$ cat src/hdl/owm_pkg.sv
// ----------------------------------------------------------------------------
// owm_pkg
// types and constants shared by the single-wire bus master and its channels
// ----------------------------------------------------------------------------
package owm_pkg;

    localparam int unsigned MODE_W = 2;
    localparam int unsigned BYTE_W = 8;
    localparam int unsigned TICK_W = 10;
    localparam int unsigned REG_W  = 3;
    localparam int unsigned NUM_REGS = 8;
    localparam int unsigned BIT_W  = 4;
    localparam logic [BIT_W-1:0] BITS_PER_BYTE = 4'd8;

    typedef enum logic [MODE_W-1:0] {
        MODE_TICK  = 2'd0,
        MODE_RESET = 2'd1,
        MODE_WRITE = 2'd2,
        MODE_READ  = 2'd3
    } t_mode;

    typedef enum logic [REG_W-1:0] {
        REG_RESET_LOW    = 3'd0,
        REG_PRES_SAMPLE  = 3'd1,
        REG_RESET_TAIL   = 3'd2,
        REG_SLOT_START   = 3'd3,
        REG_WRITE_HOLD   = 3'd4,
        REG_WRITE_REC    = 3'd5,
        REG_READ_SAMPLE  = 3'd6,
        REG_READ_TAIL    = 3'd7
    } t_reg_idx;

    typedef enum logic [3:0] {
        PH_IDLE     = 4'd0,
        PH_RST_LOW  = 4'd1,
        PH_RST_WAIT = 4'd2,
        PH_RST_TAIL = 4'd3,
        PH_W_START  = 4'd4,
        PH_W_HOLD   = 4'd5,
        PH_W_REC    = 4'd6,
        PH_R_START  = 4'd7,
        PH_R_WAIT   = 4'd8,
        PH_R_TAIL   = 4'd9
    } t_phase;

    typedef logic [TICK_W-1:0] t_ticks;

    localparam t_ticks RESET_LOW_DEF    = 10'd800;
    localparam t_ticks PRES_SAMPLE_DEF  = 10'd80;
    localparam t_ticks RESET_TAIL_DEF   = 10'd200;
    localparam t_ticks SLOT_START_DEF   = 10'd5;
    localparam t_ticks WRITE_HOLD_DEF   = 10'd60;
    localparam t_ticks WRITE_REC_DEF    = 10'd5;
    localparam t_ticks READ_SAMPLE_DEF  = 10'd20;
    localparam t_ticks READ_TAIL_DEF    = 10'd60;

    typedef struct packed {
        logic              drive_low;
        logic              busy_res;
        logic              done_res;
        logic              presence;
        logic [BYTE_W-1:0] read_byte;
    } t_result;

endpackage

$ cat src/hdl/owm_if.sv
// ----------------------------------------------------------------------------
// owm channel interfaces
// valid/ready channels for command and tick items, results and register writes
// ----------------------------------------------------------------------------
interface owm_in_if
    import owm_pkg::*;
();
    logic              valid;
    logic              ready;
    logic [MODE_W-1:0] mode;
    logic [BYTE_W-1:0] data_byte;
    logic              line_in;

    modport source (output valid, output mode, output data_byte, output line_in,
                    input ready);
    modport sink   (input valid, input mode, input data_byte, input line_in,
                    output ready);
endinterface

interface owm_out_if
    import owm_pkg::*;
();
    logic              valid;
    logic              ready;
    logic              drive_low;
    logic              busy_res;
    logic              done_res;
    logic              presence;
    logic [BYTE_W-1:0] read_byte;

    modport source (output valid, output drive_low, output busy_res, output done_res,
                    output presence, output read_byte, input ready);
    modport sink   (input valid, input drive_low, input busy_res, input done_res,
                    input presence, input read_byte, output ready);
endinterface

interface owm_cfg_if
    import owm_pkg::*;
();
    logic              valid;
    logic              ready;
    logic [REG_W-1:0]  index;
    logic [TICK_W-1:0] data;

    modport source (output valid, output index, output data, input ready);
    modport sink   (input valid, input index, input data, output ready);
endinterface

$ cat src/hdl/one_wire_bus_master.sv
// the result of an accepted item shows on o_out in the cycle after
// one item per clock while o_out is ready; the result register frees as taken
// timing state (phase, tick counter, bit index, shift byte) updates in the
// cycle an item is accepted, and the result register holds the outcome
// reset: synchronous, active low; idle phase, counters and flags cleared,
// timing registers loaded with their default tick counts
// ----------------------------------------------------------------------------
// one_wire_bus_master
// single-wire open-drain bus master: reset/presence, byte write, byte read
// ----------------------------------------------------------------------------
module one_wire_bus_master
    import owm_pkg::*;
(
    input  logic         i_clk,
    input  logic         i_rst_n,
    owm_in_if.sink       i_in,
    owm_cfg_if.sink      i_cfg,
    owm_out_if.source    o_out
);

    t_ticks            r_cfg [NUM_REGS];
    t_phase            r_phase, n_phase;
    t_ticks            r_tick, n_tick;
    logic [BIT_W-1:0]  r_bit, n_bit;
    logic [BYTE_W-1:0] r_shift, n_shift;
    logic              r_pres, n_pres;
    logic [BYTE_W-1:0] r_rdbyte, n_rdbyte;
    logic              n_done;
    logic              r_out_valid;
    t_result           r_out, n_out;

    t_ticks            w_len;
    t_ticks            w_tick_inc;
    logic [BIT_W-1:0]  w_bit_inc;
    logic              w_in_acc;
    logic              w_out_acc;
    t_mode             w_mode;

    assign i_cfg.ready = 1'b1;
    assign i_in.ready  = !r_out_valid || o_out.ready;
    assign w_in_acc    = i_in.valid && i_in.ready;
    assign w_out_acc   = r_out_valid && o_out.ready;
    assign w_mode      = t_mode'(i_in.mode);

    // configuration registers
    always_ff @(posedge i_clk) begin
        if (!i_rst_n) begin
            r_cfg[REG_RESET_LOW]   <= RESET_LOW_DEF;
            r_cfg[REG_PRES_SAMPLE] <= PRES_SAMPLE_DEF;
            r_cfg[REG_RESET_TAIL]  <= RESET_TAIL_DEF;
            r_cfg[REG_SLOT_START]  <= SLOT_START_DEF;
            r_cfg[REG_WRITE_HOLD]  <= WRITE_HOLD_DEF;
            r_cfg[REG_WRITE_REC]   <= WRITE_REC_DEF;
            r_cfg[REG_READ_SAMPLE] <= READ_SAMPLE_DEF;
            r_cfg[REG_READ_TAIL]   <= READ_TAIL_DEF;
        end else if (i_cfg.valid) begin
            r_cfg[i_cfg.index] <= i_cfg.data;
        end
    end

    always_comb begin
        unique case (r_phase)
            PH_RST_LOW:  w_len = r_cfg[REG_RESET_LOW];
            PH_RST_WAIT: w_len = r_cfg[REG_PRES_SAMPLE];
            PH_RST_TAIL: w_len = r_cfg[REG_RESET_TAIL];
            PH_W_START:  w_len = r_cfg[REG_SLOT_START];
            PH_W_HOLD:   w_len = r_cfg[REG_WRITE_HOLD];
            PH_W_REC:    w_len = r_cfg[REG_WRITE_REC];
            PH_R_START:  w_len = r_cfg[REG_SLOT_START];
            PH_R_WAIT:   w_len = r_cfg[REG_READ_SAMPLE];
            PH_R_TAIL:   w_len = r_cfg[REG_READ_TAIL];
            default:     w_len = t_ticks'(1);
        endcase
    end

    assign w_tick_inc = r_tick + t_ticks'(1);
    assign w_bit_inc  = r_bit + BIT_W'(1);

    // next state for one item
    always_comb begin
        n_phase  = r_phase;
        n_tick   = r_tick;
        n_bit    = r_bit;
        n_shift  = r_shift;
        n_pres   = r_pres;
        n_rdbyte = r_rdbyte;
        n_done   = 1'b0;
        if (w_mode == MODE_TICK) begin
            if (r_phase != PH_IDLE) begin
                if (w_tick_inc < w_len) begin
                    n_tick = w_tick_inc;
                end else begin
                    n_tick = '0;
                    unique case (r_phase)
                        PH_RST_LOW: begin
                            n_phase = PH_RST_WAIT;
                        end
                        PH_RST_WAIT: begin
                            n_pres  = !i_in.line_in;
                            n_phase = PH_RST_TAIL;
                        end
                        PH_RST_TAIL: begin
                            if (r_pres) begin
                                n_phase = PH_IDLE;
                                n_done  = 1'b1;
                            end else begin
                                n_phase = PH_RST_LOW;
                            end
                        end
                        PH_W_START: begin
                            n_phase = PH_W_HOLD;
                        end
                        PH_W_HOLD: begin
                            n_phase = PH_W_REC;
                        end
                        PH_W_REC: begin
                            n_shift = r_shift >> 1;
                            n_bit   = w_bit_inc;
                            if (w_bit_inc >= BITS_PER_BYTE) begin
                                n_phase = PH_IDLE;
                                n_done  = 1'b1;
                            end else begin
                                n_phase = PH_W_START;
                            end
                        end
                        PH_R_START: begin
                            n_phase = PH_R_WAIT;
                        end
                        PH_R_WAIT: begin
                            n_shift = {i_in.line_in, r_shift[BYTE_W-1:1]};
                            n_phase = PH_R_TAIL;
                        end
                        PH_R_TAIL: begin
                            n_bit = w_bit_inc;
                            if (w_bit_inc >= BITS_PER_BYTE) begin
                                n_rdbyte = r_shift;
                                n_phase  = PH_IDLE;
                                n_done   = 1'b1;
                            end else begin
                                n_phase = PH_R_START;
                            end
                        end
                        default: begin
                            n_phase = PH_IDLE;
                        end
                    endcase
                end
            end
        end else if (r_phase == PH_IDLE) begin
            n_bit  = '0;
            n_tick = '0;
            unique case (w_mode)
                MODE_RESET: begin
                    n_pres  = 1'b0;
                    n_phase = PH_RST_LOW;
                end
                MODE_WRITE: begin
                    n_shift = i_in.data_byte;
                    n_phase = PH_W_START;
                end
                default: begin
                    n_shift = '0;
                    n_phase = PH_R_START;
                end
            endcase
        end
    end

    always_comb begin
        unique case (n_phase)
            PH_RST_LOW, PH_W_START, PH_R_START: n_out.drive_low = 1'b1;
            PH_W_HOLD:                          n_out.drive_low = !n_shift[0];
            default:                            n_out.drive_low = 1'b0;
        endcase
        n_out.busy_res  = (n_phase != PH_IDLE);
        n_out.done_res  = n_done;
        n_out.presence  = n_pres;
        n_out.read_byte = n_rdbyte;
    end

    always_ff @(posedge i_clk) begin
        if (!i_rst_n) begin
            r_phase     <= PH_IDLE;
            r_tick      <= '0;
            r_bit       <= '0;
            r_shift     <= '0;
            r_pres      <= 1'b0;
            r_rdbyte    <= '0;
            r_out_valid <= 1'b0;
        end else begin
            if (w_in_acc) begin
                r_phase  <= n_phase;
                r_tick   <= n_tick;
                r_bit    <= n_bit;
                r_shift  <= n_shift;
                r_pres   <= n_pres;
                r_rdbyte <= n_rdbyte;
            end
            if (w_in_acc) begin
                r_out_valid <= 1'b1;
            end else if (w_out_acc) begin
                r_out_valid <= 1'b0;
            end
        end
    end

    always_ff @(posedge i_clk) begin
        if (w_in_acc) begin
            r_out <= n_out;
        end
    end

    assign o_out.valid     = r_out_valid;
    assign o_out.drive_low = r_out.drive_low;
    assign o_out.busy_res  = r_out.busy_res;
    assign o_out.done_res  = r_out.done_res;
    assign o_out.presence  = r_out.presence;
    assign o_out.read_byte = r_out.read_byte;

`ifndef ASSERT_OFF
    a_done_not_busy: assert property (@(posedge i_clk) disable iff (!i_rst_n)
        (r_out_valid && r_out.done_res) |-> !r_out.busy_res)
        else $error("done item still shows busy");

    a_idle_count_clear: assert property (@(posedge i_clk) disable iff (!i_rst_n)
        (r_phase == PH_IDLE) |-> (r_tick == '0))
        else $error("tick counter not cleared in idle");

    a_bit_range: assert property (@(posedge i_clk) disable iff (!i_rst_n)
        r_bit <= BITS_PER_BYTE)
        else $error("bit index beyond one byte");

    a_no_overwrite: assert property (@(posedge i_clk) disable iff (!i_rst_n)
        (r_out_valid && !o_out.ready) |-> !w_in_acc)
        else $error("item accepted over a pending result");

    a_result_follows: assert property (@(posedge i_clk) disable iff (!i_rst_n)
        w_in_acc |=> r_out_valid)
        else $error("accepted item produced no result");
`endif

endmodule

$ cat src/flat_wrapper.sv
// flat-port wrapper written by rule: the top's interface ports become plain ports
module one_wire_bus_master_flat import owm_pkg::*;
  (i_clk, i_rst_n, i_in_valid, i_in_mode, i_in_data_byte, i_in_line_in, i_in_ready, i_cfg_valid, i_cfg_index, i_cfg_data, i_cfg_ready, o_out_valid, o_out_drive_low, o_out_busy_res, o_out_done_res, o_out_presence, o_out_read_byte, o_out_ready);
  owm_in_if i_in_i ();
  owm_cfg_if i_cfg_i ();
  owm_out_if o_out_i ();
  input  logic i_clk;
  input  logic i_rst_n;
  input wire logic [$bits(i_in_i.valid)-1:0] i_in_valid;
  input wire logic [$bits(i_in_i.mode)-1:0] i_in_mode;
  input wire logic [$bits(i_in_i.data_byte)-1:0] i_in_data_byte;
  input wire logic [$bits(i_in_i.line_in)-1:0] i_in_line_in;
  output wire logic [$bits(i_in_i.ready)-1:0] i_in_ready;
  input wire logic [$bits(i_cfg_i.valid)-1:0] i_cfg_valid;
  input wire logic [$bits(i_cfg_i.index)-1:0] i_cfg_index;
  input wire logic [$bits(i_cfg_i.data)-1:0] i_cfg_data;
  output wire logic [$bits(i_cfg_i.ready)-1:0] i_cfg_ready;
  output wire logic [$bits(o_out_i.valid)-1:0] o_out_valid;
  output wire logic [$bits(o_out_i.drive_low)-1:0] o_out_drive_low;
  output wire logic [$bits(o_out_i.busy_res)-1:0] o_out_busy_res;
  output wire logic [$bits(o_out_i.done_res)-1:0] o_out_done_res;
  output wire logic [$bits(o_out_i.presence)-1:0] o_out_presence;
  output wire logic [$bits(o_out_i.read_byte)-1:0] o_out_read_byte;
  input wire logic [$bits(o_out_i.ready)-1:0] o_out_ready;
  assign i_in_i.valid = i_in_valid;
  assign i_in_i.mode = i_in_mode;
  assign i_in_i.data_byte = i_in_data_byte;
  assign i_in_i.line_in = i_in_line_in;
  assign i_in_ready = i_in_i.ready;
  assign i_cfg_i.valid = i_cfg_valid;
  assign i_cfg_i.index = i_cfg_index;
  assign i_cfg_i.data = i_cfg_data;
  assign i_cfg_ready = i_cfg_i.ready;
  assign o_out_valid = o_out_i.valid;
  assign o_out_drive_low = o_out_i.drive_low;
  assign o_out_busy_res = o_out_i.busy_res;
  assign o_out_done_res = o_out_i.done_res;
  assign o_out_presence = o_out_i.presence;
  assign o_out_read_byte = o_out_i.read_byte;
  assign o_out_i.ready = o_out_ready;
  one_wire_bus_master u_core (.i_clk(i_clk), .i_rst_n(i_rst_n), .i_in(i_in_i), .i_cfg(i_cfg_i), .o_out(o_out_i));
endmodule
$ cat config.mk
export PLATFORM = sky130hd
export DESIGN_NAME = one_wire_bus_master_flat
export DESIGN_NICKNAME = d
export VERILOG_FILES = /design/src/hdl/owm_pkg.sv /design/src/hdl/owm_if.sv /design/src/hdl/one_wire_bus_master.sv /design/src/flat_wrapper.sv
export SDC_FILE = /design/constraint.sdc
export NUM_CORES = 1
export LEC_CHECK = 0
export BUFFER_PORTS_ARGS = -buffer_cell sky130_fd_sc_hd__buf_2
export CORE_AREA = 2 2 107 213
export CTS_CLUSTER_DIAMETER = 150
export DETAILED_ROUTE_END_ITERATION = 6
export DIE_AREA = 0 0 109 215
export MAX_ROUTING_LAYER = met4
export PLACE_DENSITY = 0.47
export SETUP_SLACK_MARGIN = 0.2
export SKIP_CTS_REPAIR_TIMING = 1
export SLEW_MARGIN = 15
export SYNTH_ARGS = -nofsm -noshare
export SYNTH_HDL_FRONTEND = slang
export SYNTH_SLANG_ARGS = --single-unit
$ cat constraint.sdc
create_clock -name i_clk -period 4.9 [get_ports i_clk]
set_clock_uncertainty 0.05 [all_clocks]
set_input_delay 0.735 -clock i_clk [delete_from_list [all_inputs] [get_ports i_clk]]
set_output_delay 0.735 -clock i_clk [all_outputs]
set_load 0.03 [all_outputs]
==> results.md <==
- Gp weighted congestion: 0.833
- Clk slew on worst S/H paths: 60 ps
- Num CTS Buffers: 17
- Synth area leaders: edfxtp_1 44%, dfxtp_1 12%, and2_1 5.8%
- Post-Syn Area: 6250 um2
- GR Util All Layers: 0.153
- Final Max Slew Viols: 0
- CTS tree: built
- Sw frac: 0.255
- Worst VDD drop: 0.000213 V
- Reg-to-reg slack, setup: 510 ps
- DIE AREA: 23,400 um2
- Area delta synth->final: 19.3%
- Critical path capture point type: flip-flop
- Fmax: 0.228 GHz
- Number of synthesized register bits: 128
- Vias: 4,426
- Final critical-path required period: 4390 ps
- Async SR Flop Fraction: 0
- Post-Syn Instances: 546
- Ant. Diodes: 0
- Critical Path Source: u_core.r_phase[1]
- Fillers: 2,171
- IO Pins: 44
- HP Class: flip-flop to flip-flop
- Setup Viol. Count Final: 0
- Die width: 109 um
- # DRC: 0
- Most frequent cells after synthesis: 92 x edfxtp_1, 58 x and2_1, 36 x dfxtp_1, 28 x a22oi_1, 26 x nand2_1
- WHS Path Cells: 2
- First-pass GRT wire length: 25,800 um
- Slew margin rel.: 0.543
- Largest area contributor in the netlist: edfxtp_1
- Clock power share: 0.456
- Distinct cells, synth: 56
- Top FF cell, synth: edfxtp_1
- Clock root buffer: clkbuf_16
- Final wirelength: 16,700 um
- Crit share post-route: 0.896
- Net Sw Power: 0.732 mW
- Setup TNS: 0 ps
- Worst-Margin Slew: 680 ps
- Drt initial violations: 282
- Top-area cell type share of the netlist area: 0.442
- Worst hold path endpoint: u_core.r_bit[3]
- PD cells: 385 nW/um2
- Status: completed
- Avg Cell Area, Syn: 11.4 um2
- Hold_sp: u_core.r_bit[3]
- Die H: 215 um
- Worst Path Required: 5020 ps
- Pre-antenna DRT Iters: 5
- Maxcap violations: 0
- Vias in the first global route: 4,429
- Fin. Hold Viols: 0
- Comb pwr share: 0.106
- Fraction of layout cells with a size suffix above 1: 0.187
- Register area share after synthesis: 0.557
- Sequential power share: 0.438
- Syn nets: 592
- Setup CP Type: flip-flop to flip-flop
- EDFF count, synth: 92
- Most common cell in the netlist: edfxtp_1
- Starting Density: 0.286
- Internal power: 2.14 mW
- Post-layout net count: 648
- Final antenna-violating net count: 0
- Static Leakage: 2.85 nW
- GR Overflow Total: 0
- Worst flop-to-flop path startpoint: u_core.r_phase[1]
- Critical Path Fanout Max: 12
- Core footprint: 21,900 um2
- RR Endpoint: u_core.o_out.drive_low
- Clk_lat worst skew: 420 ps
- Std-Cell Rows: 77
- Drt via density: 4.97
- Initial antenna violation count: 0
- H-tree levels: 4
- Worst Reg-to-Reg Cells: 15
- Largest net degree at the start of global routing: 45
- Drt wl/cell: 18.7 um
- Yosys warning count: 0
- Clk sink count: 128
- Critical Path Start Type: flip-flop
- RSZ-0062 raised after global routing: false
- Final hold slack: 426 ps
- Clk buf depth: 2
- I/O Buffers: 42
- Dpl hpwl: 11,600 um
- Arrival time at the worst endpoint: 4520 ps
cell families after synthesis:
family	Yosys count	synth area share
DFF	128	0.557
other	1	0.000600
AOI/OAI and AO/OA	98	0.115
buffers and inverters	35	0.0270
xor gates and xnor gates	10	0.0140
and+or+nand+nor	237	0.219
muxes	20	0.0336
adders and majority gates	17	0.0340
state kept, by name (all words and copies together), names as in the netlist:
name / flops
u_core.o_out.busy_res: 1
u_core.o_out.done_res: 1
u_core.o_out.drive_low: 1
u_core.o_out.presence: 1
u_core.o_out.read_byte: 8
u_core.o_out.valid: 1
u_core.r_bit: 4
u_core.r_cfg: 80
u_core.r_phase: 4
u_core.r_pres: 1
u_core.r_rdbyte: 8
u_core.r_shift: 8
u_core.r_tick: 10
final cells by class:
cell class / instances / area [um2] / share of cell area
flip-flops and latches: 128 / 3490 / 0.468
multi-input cells: 383 / 2610 / 0.350
clock buffers: 18 / 429 / 0.0576
repair buffers: 64 / 375 / 0.0504
well taps: 276 / 345 / 0.0463
clock inverters: 14 / 179 / 0.0240
inverters: 8 / 30.0 / 0.00403
layer usage:
layer,wire [um],GRT usage,vias to the layer above
li1,-,-,2153
met1,7490,0.188,2164
met2,8330,0.248,90
met3,576,0.0315,19
met4,267,0.0530,0
met5,0,-,-
worst max-delay path, stage by stage, from the launching register on:
cell and delay, ps:
dfxtp_1 570, xor2_1 230, nor2_1 60, buf_4 180, a222oi_1 530, nand3_1 160, a21oi_1 150, ha_1 160
nand4_1 130, a31oi_1 210, nor4b_1 90, a21oi_2 440, nand2_1 230, mux2i_1 220, or4b_1 530, and4_1 200
per-stage QoR:
stage               instances  total power, mW  cell area [um2]  setup slack (ps)  utilization
floorplan                 546             1.47             6250               784            -
global placement          859             1.58             6840               442        0.313
CTS                       891             2.89             7440               397        0.340
finish                    891             2.87             7450               509        0.341
global route              891             2.98             7450               246        0.341
detailed placement        859             1.58             6840               407        0.313
layout by cell type (no fill, tap or decap), types with 18 or more instances in the layout:
cell / instances
a22oi_1: 28
edfxtp_1: 92
nor2_1: 25
buf_4: 22
nand3_1: 23
buf_2: 42
and2_1: 58
dfxtp_1: 34
or3_1: 18
nand2b_1: 21
nor2b_1: 19
nand2_1: 26
power by group through the flow:
stage | registers (mW) | clock network [mW] | logic (mW)
2_1_floorplan | 1.27 | 0 | 0.200
3_3_place_gp | 1.28 | 0 | 0.302
3_5_place_dp | 1.28 | 0 | 0.303
4_1_cts | 1.26 | 1.33 | 0.305
5_1_grt | 1.26 | 1.38 | 0.338
6_report | 1.26 | 1.31 | 0.303
how the worst max path moves through the flow:
stage	slack (ps)	endpoint	cells past startpoint
floorplan	780	u_core.o_out.drive_low	17
global placement	440	u_core.o_out.drive_low	14
detailed placement	410	u_core.o_out.drive_low	14
CTS	400	u_core.o_out.drive_low	14
global route	250	u_core.o_out.drive_low	15
finish	510	u_core.o_out.drive_low	15
Note: power is estimated with default switching activity, not from simulation.
